`src/hw/rtl/dms_pkg.sv`:
```
`timescale 1ns / 1ps

package dms_pkg;

  // Width of the saturating millisecond timer.
  localparam int unsigned TimerBits = 20;
  // Width of the timeout registers.
  localparam int unsigned TimeoutBits = 20;
  // Compare width that holds both the timer and a timeout.
  localparam int unsigned CmpBits = (TimerBits > TimeoutBits) ? TimerBits : TimeoutBits;

  localparam int unsigned CfgIdxBits  = 3;
  localparam int unsigned CfgDataBits = 20;

  // Configuration register indexes.
  localparam logic [CfgIdxBits-1:0] CfgTickMs          = 3'd0;
  localparam logic [CfgIdxBits-1:0] CfgConnectTimeout  = 3'd1;
  localparam logic [CfgIdxBits-1:0] CfgPairingTimeout  = 3'd2;
  localparam logic [CfgIdxBits-1:0] CfgTransmitTimeout = 3'd3;
  localparam logic [CfgIdxBits-1:0] CfgBlinkPeriod     = 3'd4;

  // Reset values of the configuration registers.
  localparam logic [7:0]             TickMsReset          = 8'd10;
  localparam logic [TimeoutBits-1:0] ConnectTimeoutReset  = 20'd20000;
  localparam logic [TimeoutBits-1:0] PairingTimeoutReset  = 20'd20000;
  localparam logic [TimeoutBits-1:0] TransmitTimeoutReset = 20'd60000;
  localparam logic [7:0]             BlinkPeriodReset     = 8'd200;

  // Link status codes.
  localparam logic [1:0] LinkOther     = 2'd0;
  localparam logic [1:0] LinkSleep     = 2'd1;
  localparam logic [1:0] LinkConnected = 2'd2;
  localparam logic [1:0] LinkBulk      = 2'd3;

  // Mode codes as seen on the result word.
  localparam logic [2:0] CodeInitial   = 3'd0;
  localparam logic [2:0] CodeWps       = 3'd1;
  localparam logic [2:0] CodeDefaultAp = 3'd2;
  localparam logic [2:0] CodeReady     = 3'd3;
  localparam logic [2:0] CodeRecord    = 3'd4;
  localparam logic [2:0] CodeConnect   = 3'd5;
  localparam logic [2:0] CodeTransmit  = 3'd6;
  localparam logic [2:0] CodeFault     = 3'd7;

  typedef enum logic [7:0] {
    MODE_INITIAL    = 8'b0000_0001,
    MODE_WPS        = 8'b0000_0010,
    MODE_DEFAULT_AP = 8'b0000_0100,
    MODE_READY      = 8'b0000_1000,
    MODE_RECORD     = 8'b0001_0000,
    MODE_CONNECT    = 8'b0010_0000,
    MODE_TRANSMIT   = 8'b0100_0000,
    MODE_FAULT      = 8'b1000_0000
  } mode_e;

  typedef struct packed {
    logic [1:0] link_status;
    logic       main_button_short;
    logic       main_button_long;
    logic       record_button_short;
    logic       sampling_busy;
  } in_word_t;

  typedef struct packed {
    logic [2:0] mode_now;
    logic       led_operation;
    logic       led_link;
    logic       led_activity;
    logic       pulse_led_off;
    logic       start_pairing;
    logic       start_default_ap;
    logic       start_sampling;
    logic       reset_request;
  } out_word_t;

  typedef struct packed {
    logic [7:0]             tick_ms;
    logic [TimeoutBits-1:0] connect_timeout_ms;
    logic [TimeoutBits-1:0] pairing_timeout_ms;
    logic [TimeoutBits-1:0] transmit_timeout_ms;
    logic [7:0]             blink_period_ms;
  } cfg_t;

  function automatic logic [2:0] mode_code(mode_e m);
    logic [2:0] code;
    unique case (m)
      MODE_INITIAL:    code = CodeInitial;
      MODE_WPS:        code = CodeWps;
      MODE_DEFAULT_AP: code = CodeDefaultAp;
      MODE_READY:      code = CodeReady;
      MODE_RECORD:     code = CodeRecord;
      MODE_CONNECT:    code = CodeConnect;
      MODE_TRANSMIT:   code = CodeTransmit;
      MODE_FAULT:      code = CodeFault;
      default:         code = CodeInitial;
    endcase
    return code;
  endfunction

endpackage

```
`src/hw/rtl/dms_cfg_regs.sv`:
```
`timescale 1ns / 1ps

module dms_cfg_regs import dms_pkg::*; (
  input  logic                   clk_i,
  input  logic                   rst_ni,
  input  logic                   cfg_we_i,
  input  logic [CfgIdxBits-1:0]  cfg_idx_i,
  input  logic [CfgDataBits-1:0] cfg_wdata_i,
  output cfg_t                   cfg_o
);

  cfg_t cfg_d, cfg_q;

  always_comb begin
    cfg_d = cfg_q;
    if (cfg_we_i) begin
      unique case (cfg_idx_i)
        CfgTickMs:          cfg_d.tick_ms             = cfg_wdata_i[7:0];
        CfgConnectTimeout:  cfg_d.connect_timeout_ms  = cfg_wdata_i[TimeoutBits-1:0];
        CfgPairingTimeout:  cfg_d.pairing_timeout_ms  = cfg_wdata_i[TimeoutBits-1:0];
        CfgTransmitTimeout: cfg_d.transmit_timeout_ms = cfg_wdata_i[TimeoutBits-1:0];
        CfgBlinkPeriod:     cfg_d.blink_period_ms     = cfg_wdata_i[7:0];
        default:            cfg_d = cfg_q;
      endcase
    end
  end

  always_ff @(posedge clk_i or negedge rst_ni) begin
    if (!rst_ni) begin
      cfg_q.tick_ms             <= TickMsReset;
      cfg_q.connect_timeout_ms  <= ConnectTimeoutReset;
      cfg_q.pairing_timeout_ms  <= PairingTimeoutReset;
      cfg_q.transmit_timeout_ms <= TransmitTimeoutReset;
      cfg_q.blink_period_ms     <= BlinkPeriodReset;
    end else begin
      cfg_q <= cfg_d;
    end
  end

  assign cfg_o = cfg_q;

endmodule

```
`src/hw/rtl/dms_seq_core.sv`:
```
`timescale 1ns / 1ps

module dms_seq_core import dms_pkg::*; (
  input  logic      clk_i,
  input  logic      rst_ni,
  input  cfg_t      cfg_i,
  input  logic      step_i,
  input  in_word_t  word_i,
  output out_word_t word_o
);

  typedef logic [CmpBits-1:0] cmp_t;

  localparam logic [TimerBits-1:0] TimerMax = {TimerBits{1'b1}};

  mode_e                mode_d, mode_q;
  logic [TimerBits-1:0] timer_d, timer_q;
  logic [7:0]           phase_d, phase_q;

  logic [TimerBits:0]   timer_sum;
  logic [TimerBits-1:0] timer_sat;
  logic [8:0]           phase_sum;
  logic                 bright;
  logic                 linked;
  logic                 conn_to, pair_to, xmit_to;

  // Saturating timer add.
  always_comb begin
    timer_sum = {1'b0, timer_q} + (TimerBits+1)'(cfg_i.tick_ms);
    timer_sat = timer_sum[TimerBits] ? TimerMax : timer_sum[TimerBits-1:0];
  end

  assign conn_to = cmp_t'(timer_sat) >= cmp_t'(cfg_i.connect_timeout_ms);
  assign pair_to = cmp_t'(timer_sat) >= cmp_t'(cfg_i.pairing_timeout_ms);
  assign xmit_to = cmp_t'(timer_sat) >= cmp_t'(cfg_i.transmit_timeout_ms);

  // Blink phase: wrap with one compare and subtract.
  always_comb begin
    bright    = phase_q < {1'b0, cfg_i.blink_period_ms[7:1]};
    phase_sum = {1'b0, phase_q} + {1'b0, cfg_i.tick_ms};
    if (phase_sum >= {1'b0, cfg_i.blink_period_ms}) begin
      phase_sum = phase_sum - {1'b0, cfg_i.blink_period_ms};
    end
    phase_d = phase_sum[7:0];
  end

  assign linked = (word_i.link_status == LinkSleep) || (word_i.link_status == LinkConnected);

  always_comb begin
    word_o               = '0;
    word_o.led_operation = 1'b1;
    mode_d               = mode_q;

    // LEDs follow the mode held before this word.
    unique case (mode_q)
      MODE_WPS, MODE_DEFAULT_AP: word_o.led_link = bright;
      MODE_READY:                word_o.led_link = 1'b1;
      MODE_RECORD: begin
        word_o.led_link     = 1'b1;
        word_o.led_activity = 1'b1;
      end
      MODE_CONNECT, MODE_TRANSMIT: begin
        word_o.led_link     = 1'b1;
        word_o.led_activity = bright;
      end
      MODE_FAULT: begin
        word_o.led_operation = bright;
        word_o.pulse_led_off = 1'b1;
      end
      default: word_o.led_operation = 1'b1;
    endcase

    // Later rules override earlier ones; timeout last.
    unique case (mode_q)
      MODE_INITIAL: begin
        if (linked) mode_d = MODE_READY;
        if (word_i.main_button_short) begin
          word_o.start_pairing = 1'b1;
          mode_d               = MODE_WPS;
        end
        if (word_i.main_button_long) begin
          word_o.start_default_ap = 1'b1;
          mode_d                  = MODE_DEFAULT_AP;
        end
        if (conn_to) mode_d = MODE_FAULT;
      end
      MODE_WPS, MODE_DEFAULT_AP: begin
        if (linked) mode_d = MODE_READY;
        if (pair_to) mode_d = MODE_FAULT;
      end
      MODE_READY: begin
        if ((word_i.link_status == LinkSleep) && word_i.record_button_short) begin
          word_o.start_sampling = 1'b1;
          mode_d                = MODE_RECORD;
        end
      end
      MODE_RECORD: begin
        if (!word_i.sampling_busy) mode_d = MODE_CONNECT;
      end
      MODE_CONNECT: begin
        if (word_i.link_status == LinkBulk) mode_d = MODE_TRANSMIT;
        if (conn_to) mode_d = MODE_FAULT;
      end
      MODE_TRANSMIT: begin
        if (word_i.link_status != LinkBulk) mode_d = MODE_READY;
        if (xmit_to) mode_d = MODE_FAULT;
      end
      MODE_FAULT: begin
        if (word_i.main_button_short) word_o.reset_request = 1'b1;
      end
      default: mode_d = mode_q;
    endcase

    word_o.mode_now = mode_code(mode_d);
    // Clear the timer on any mode change.
    timer_d = (mode_d != mode_q) ? '0 : timer_sat;
  end

  always_ff @(posedge clk_i or negedge rst_ni) begin
    if (!rst_ni) begin
      mode_q  <= MODE_INITIAL;
      timer_q <= '0;
      phase_q <= '0;
    end else if (step_i) begin
      mode_q  <= mode_d;
      timer_q <= timer_d;
      phase_q <= phase_d;
    end
  end

endmodule

```
`src/hw/rtl/device_mode_sequencer_unit.sv`:
```
`timescale 1ns / 1ps

// Mode sequencer for a wireless measuring device. Each input word is one
// periodic tick carrying link status, button events and the sampling-busy
// flag; each tick yields exactly one result word with the new mode, the LED
// pattern of the mode held before the tick, and the command pulses (WPS
// pairing, default access point, sampling start, system reset). A word is
// captured in an input register, evaluated in one pass of short logic
// against the mode, timer and blink-phase registers, and lands in an output
// register. One word is taken every cycle while the result register is not
// stalled; the mode, timer and phase registers update once for each word.
// Write configuration only while no word is in flight. The blink wrap uses a
// single subtract, so keep tick_ms no greater than blink_period_ms.

module device_mode_sequencer_unit import dms_pkg::*; (
  input  logic                   clk_i,
  input  logic                   rst_ni,
  // input words
  input  logic                   in_valid_i,
  output logic                   in_stall_o,
  input  in_word_t               in_word_i,
  // result words
  output logic                   out_valid_o,
  input  logic                   out_stall_i,
  output out_word_t              out_word_o,
  // configuration writes
  input  logic                   cfg_we_i,
  input  logic [CfgIdxBits-1:0]  cfg_idx_i,
  input  logic [CfgDataBits-1:0] cfg_wdata_i
);

  cfg_t      cfg;
  in_word_t  in_word_q;
  logic      in_valid_q;
  out_word_t out_word_q, res_word;
  logic      out_valid_q;
  logic      out_free;
  logic      step;
  logic      in_take;

  // Output register frees when empty or when its word leaves this cycle.
  assign out_free = !out_valid_q || !out_stall_i;
  // Advance the held input word into the result register.
  assign step     = in_valid_q && out_free;
  // Hold the input register only while its word cannot move on.
  assign in_stall_o = in_valid_q && !out_free;
  assign in_take    = in_valid_i && !in_stall_o;

  dms_cfg_regs u_cfg (
    .clk_i      (clk_i),
    .rst_ni     (rst_ni),
    .cfg_we_i   (cfg_we_i),
    .cfg_idx_i  (cfg_idx_i),
    .cfg_wdata_i(cfg_wdata_i),
    .cfg_o      (cfg)
  );

  dms_seq_core u_core (
    .clk_i (clk_i),
    .rst_ni(rst_ni),
    .cfg_i (cfg),
    .step_i(step),
    .word_i(in_word_q),
    .word_o(res_word)
  );

  // Input register control.
  always_ff @(posedge clk_i or negedge rst_ni) begin
    if (!rst_ni) begin
      in_valid_q <= 1'b0;
    end else if (!in_stall_o) begin
      in_valid_q <= in_valid_i;
    end
  end

  // Input payload: capture on accept only.
  always_ff @(posedge clk_i) begin
    if (in_take) begin
      in_word_q <= in_word_i;
    end
  end

  // Result register control: fill on step, drop once taken.
  always_ff @(posedge clk_i or negedge rst_ni) begin
    if (!rst_ni) begin
      out_valid_q <= 1'b0;
    end else if (out_free) begin
      out_valid_q <= step;
    end
  end

  always_ff @(posedge clk_i) begin
    if (step) begin
      out_word_q <= res_word;
    end
  end

  assign out_valid_o = out_valid_q;
  assign out_word_o  = out_word_q;

endmodule
```
`config.mk`:
```
export PLATFORM = sky130hd
export DESIGN_NAME = device_mode_sequencer_unit
export DESIGN_NICKNAME = d
export VERILOG_FILES = /design/src/hw/rtl/dms_pkg.sv /design/src/hw/rtl/dms_cfg_regs.sv /design/src/hw/rtl/dms_seq_core.sv /design/src/hw/rtl/device_mode_sequencer_unit.sv
export SDC_FILE = /design/constraint.sdc
export NUM_CORES = 1
export LEC_CHECK = 0
export BUFFER_PORTS_ARGS = -buffer_cell sky130_fd_sc_hd__buf_2
export CAP_MARGIN = 10
export CELL_PAD_IN_SITES_DETAIL_PLACEMENT = 0
export CELL_PAD_IN_SITES_GLOBAL_PLACEMENT = 1
export CORE_ASPECT_RATIO = 1.2
export CORE_UTILIZATION = 40
export CTS_CLUSTER_DIAMETER = 30
export DETAILED_ROUTE_END_ITERATION = 10
export PLACE_DENSITY_LB_ADDON = 0.05
export SYNTH_ARGS = -nofsm -noshare
export SYNTH_HDL_FRONTEND = slang
export SYNTH_SLANG_ARGS = --single-unit
```
`constraint.sdc`:
```
create_clock -name clk_i -period 7.1 [get_ports clk_i]
set_clock_uncertainty 0.1 [all_clocks]
set_input_delay 2.13 -clock clk_i [delete_from_list [all_inputs] [get_ports clk_i]]
set_output_delay 2.13 -clock clk_i [all_outputs]
set_load 0.01 [all_outputs]
```
==> impl_metrics.yaml <==
floorplanning:
  core-area_sq_um: 20300
  rows: 57
  die_x_um: 134
  initial_core_util: 0.411
  dieArea_sq_um: 21500
  io_pins: 47
  die_h_um: 160
finish:
  fillCellCount: 1995
  final_area_sq_um: 9390
  synthToLayoutAreaGrowth_pct: 12.4
  n_antenna_cell: 0
  final_nets: 1059
  drive_above_1_share: 0.170
synth:
  synthesis.instances: 886
  synth_cell_types: 73
  seq_area_frac_synth: 0.406
  ys_top_cells_by_area: "dfrtp_1, ha_1, dfstp_2, edfxtp_1, nand2_1"
  synth_top_cell_area_share: 0.273
  synth_ff_type: "dfrtp_1"
  synth-edff-count: 17
  yosys_warnings: 0
  synth_area_sq_um: 8350
  syn-num-nets: 1015
  ys_ff_latch: 131
  syn_avg_cell_area_sq_um: 9.43
  synth_area_leader_cell: "dfrtp_1"
  async_flop_share: 0.870
pwr:
  power.total_w: 0.00367
  vdd_drop_max_uv: 195
  comb_power_share: 0.496
  powerDensity_nw_per_um2: 391
  clkPwrFrac: 0.219
  seqPwrFrac: 0.285
  p_int_w: 0.00215
  p_leak_nw: 4.40
  switching_share: 0.414
  p_sw_w: 0.00152
sta:
  finalSetupViolations: 0
  max_slew_margin: 0.230
  rsz0062_at_grt: "no"
  period_needed_ps: 6510
  finalHoldViolCount: 0
  fin_crit_sh: 0.917
  fin_tns_setup_ps: 0
  holdWs_ps: 399
  tightest_slew_ps: 1150
  timing.fmax_mhz: 154
  maxSlewViolCount: 0
outcome:
  outcome: "finished, final reports clean"
global_routing:
  grt_use_met1: 0.253
  grt_pass1_vias: 6566
  globalRouteTotalUtil: 0.208
  use_met3: 0.0294
  busiest_layer: "met2"
  met2_usage: 0.368
  antenna_found_initial: 0
  grt_pass1_wl_mm: 34.5
  grt-ovfl-total: 0
  grt_max_degree: 71
worst_setup_path:
  worstPathArrival_ps: 6570
  start_kind: "flip-flop"
  startpoint: "u_cfg.cfg_o[68]$_DFFE_PN0P_"
  slowest_stage: "a211oi_1"
  r2r_start: "u_cfg.cfg_o[68]$_DFFE_PN0P_"
  worst-r2r-cell-count: 20
  crit_top_cell: "a21oi_1"
  rrSetupSlack_ps: 590
  crit_required_ps: 7160
  cp-end-kind: "flip-flop"
  path_cells: "ha_1 -> fa_1 -> a21o_1 -> a21oi_1 -> o21bai_1 -> a21oi_1 -> o21ai_0 -> clkbuf_4 -> nand3_1 -> nand2_1 -> ha_1 -> a211o_1 -> a31oi_1 -> o221ai_1 -> a211oi_1 -> a21oi_1 -> a21oi_1 -> xnor2_1 -> o211ai_1 -> a211oi_1"
  cpPeakStageDelay_ps: 850
  crit_end: "out_word_o[10]$_DFFE_PP_"
  reg2reg_to: "out_word_o[10]$_DFFE_PP_"
  critPathMaxFanout: 19
  critical_path_class: "reg -> reg"
clocking:
  post_cts_resized: 0
  cts_tree: "built"
  cts_buffers: 17
  clock_sinks: 131
  clk_latency_ps: 420
  clk_pin_slew_ps: 60
  post_cts.repair.setup_buffers: 0
  cts-hold-fix-buffers: 0
  htreeDepth: 4
  clock_path_buffers: 2
  root_buffer: "clkbuf_16"
worst_hold_path:
  hp-class: "reg -> reg"
route:
  drtAntennaViolNets: 0
  wl_per_cell_um: 17.2
  drtIter0Drc: 285
  viasPerCell: 5.35
  wirelength_mm: 20.8
  drt-pass1-iter-count: 5
  vias: 6458
  drcViolationCount: 0
place:
  io_buffers: 46
  post-dp-hpwl_mm: 15.6
  place_area_sq_um: 8840
  place_congestion: 0.898
job:
  drv_cap: 0
-- worst max-delay path, delay by kind of cell, from the launching register on --
family                     cells  cell delay (ps)
DFF                            1              400
AOI/OAI and AO/OA             13             3470
adders and majority gates      3             1020
xor gates and xnor gates       1              160
buffers and inverters          1              210
and+or+nand+nor                2              870
-- metrics by stage --
step,util,setup slack [ps],cells
2_1_floorplan,-,1830,886
3_3_place_gp,0.435,614,1174
3_5_place_dp,0.435,441,1174
4_1_cts,0.461,394,1206
5_1_grt,0.462,146,1208
6_report,0.462,588,1208
-- flip-flops by register name, summed over array words and instances, names as in the netlist --
name and count:
out_word_o 11, in_word_q 6, u_core.phase_q 8, u_core.timer_q 20, in_valid_q 1, u_core.mode_q 8
out_valid_o 1, u_cfg.cfg_o 76
-- cell type report --
type | count | area (sq um) | share of cell area
multi-input combinational | 643 | 4530 | 0.482
sequential | 131 | 3390 | 0.361
clock buffer | 18 | 429 | 0.0457
tap | 265 | 332 | 0.0353
inverter | 82 | 308 | 0.0328
timing repair buffer | 55 | 298 | 0.0317
clock inverter | 14 | 103 | 0.0109
-- cell families (layout without fill, tap and decap cells) --
kind of cell	after synthesis	after routing	share of synthesized area
adders and majority gates	95	95	0.145
muxes	33	33	0.0445
and+or+nand+nor	261	261	0.148
AOI/OAI and AO/OA	227	227	0.176
xor gates and xnor gates	27	27	0.0283
DFF	131	131	0.406
buffers and inverters	112	169	0.0524
-- cells in the final DEF (no fill, tap or decap), types with 23 or more instances in the layout --
cell,count
a21oi_1,53
inv_1,82
nand3_1,23
nor2_1,41
ha_1,92
dfrtp_1,91
o21ai_0,73
buf_2,46
dfstp_2,23
nand2_1,123
mux2_2,33
-- how the worst min path moves through the flow --
stage,startpoint,end,slack [ps],cells past startpoint
final,u_core.timer_q[0]$_DFFE_PN0P_,u_core.timer_q[0]$_DFFE_PN0P_,400,2
after floorplan,u_core.timer_q[0]$_DFFE_PN0P_,u_core.timer_q[0]$_DFFE_PN0P_,350,2
after detailed placement,u_core.timer_q[0]$_DFFE_PN0P_,u_core.timer_q[0]$_DFFE_PN0P_,390,2
after global routing,u_cfg.cfg_o[20]$_DFFE_PN0P_,u_cfg.cfg_o[20]$_DFFE_PN0P_,420,1
after CTS,u_core.timer_q[0]$_DFFE_PN0P_,u_core.timer_q[0]$_DFFE_PN0P_,400,2
after global placement,in_valid_q$_DFFE_PN0N_,out_valid_o$_DFFE_PN0N_,370,1
-- power groups by stage --
stage	registers, W	logic, W	clock network (W)
final	0.00105	0.00182	0.000803
after global routing	0.00107	0.00209	0.000859
after CTS	0.00105	0.00183	0.000826
after detailed placement	0.00106	0.00181	0
after global placement	0.00106	0.00178	0
after floorplan	0.00102	0.00140	0
-- synthesized netlist by cell type (all sizes together), types with 2 or more instances --
cell	count
buf	4
nand2b	9
o21ai	76
a31oi	12
xor2	12
a211o	5
dfstp	23
nor3b	3
a221o	2
or3	7
o31ai	4
xnor2	15
a41oi	2
a21oi	53
and4b	2
o21a	8
o211ai	4
fa	3
and3	6
and2	4
nor2b	4
nand2	123
clkbuf	26
a21boi	2
nor4	5
a21o	17
a2bb2oi	3
nand3	23
o21bai	7
nand4	12
inv	82
edfxtp	17
or2	3
ha	92
o41ai	2
a211oi	7
mux2	33
nor2	43
dfrtp	91
a22o	12
nor3	9
-- layer usage --
| metal | up-vias | share of wire | wire, um |
|---|---|---|---|
| met5 | - | 0 | 0 |
| met4 | 0 | 0.023 | 485 |
| met3 | 32 | 0.028 | 582 |
| met2 | 116 | 0.51 | 10600 |
| met1 | 3081 | 0.44 | 9180 |
| li1 | 3229 | - | - |
(Power assumes the default switching activity.)
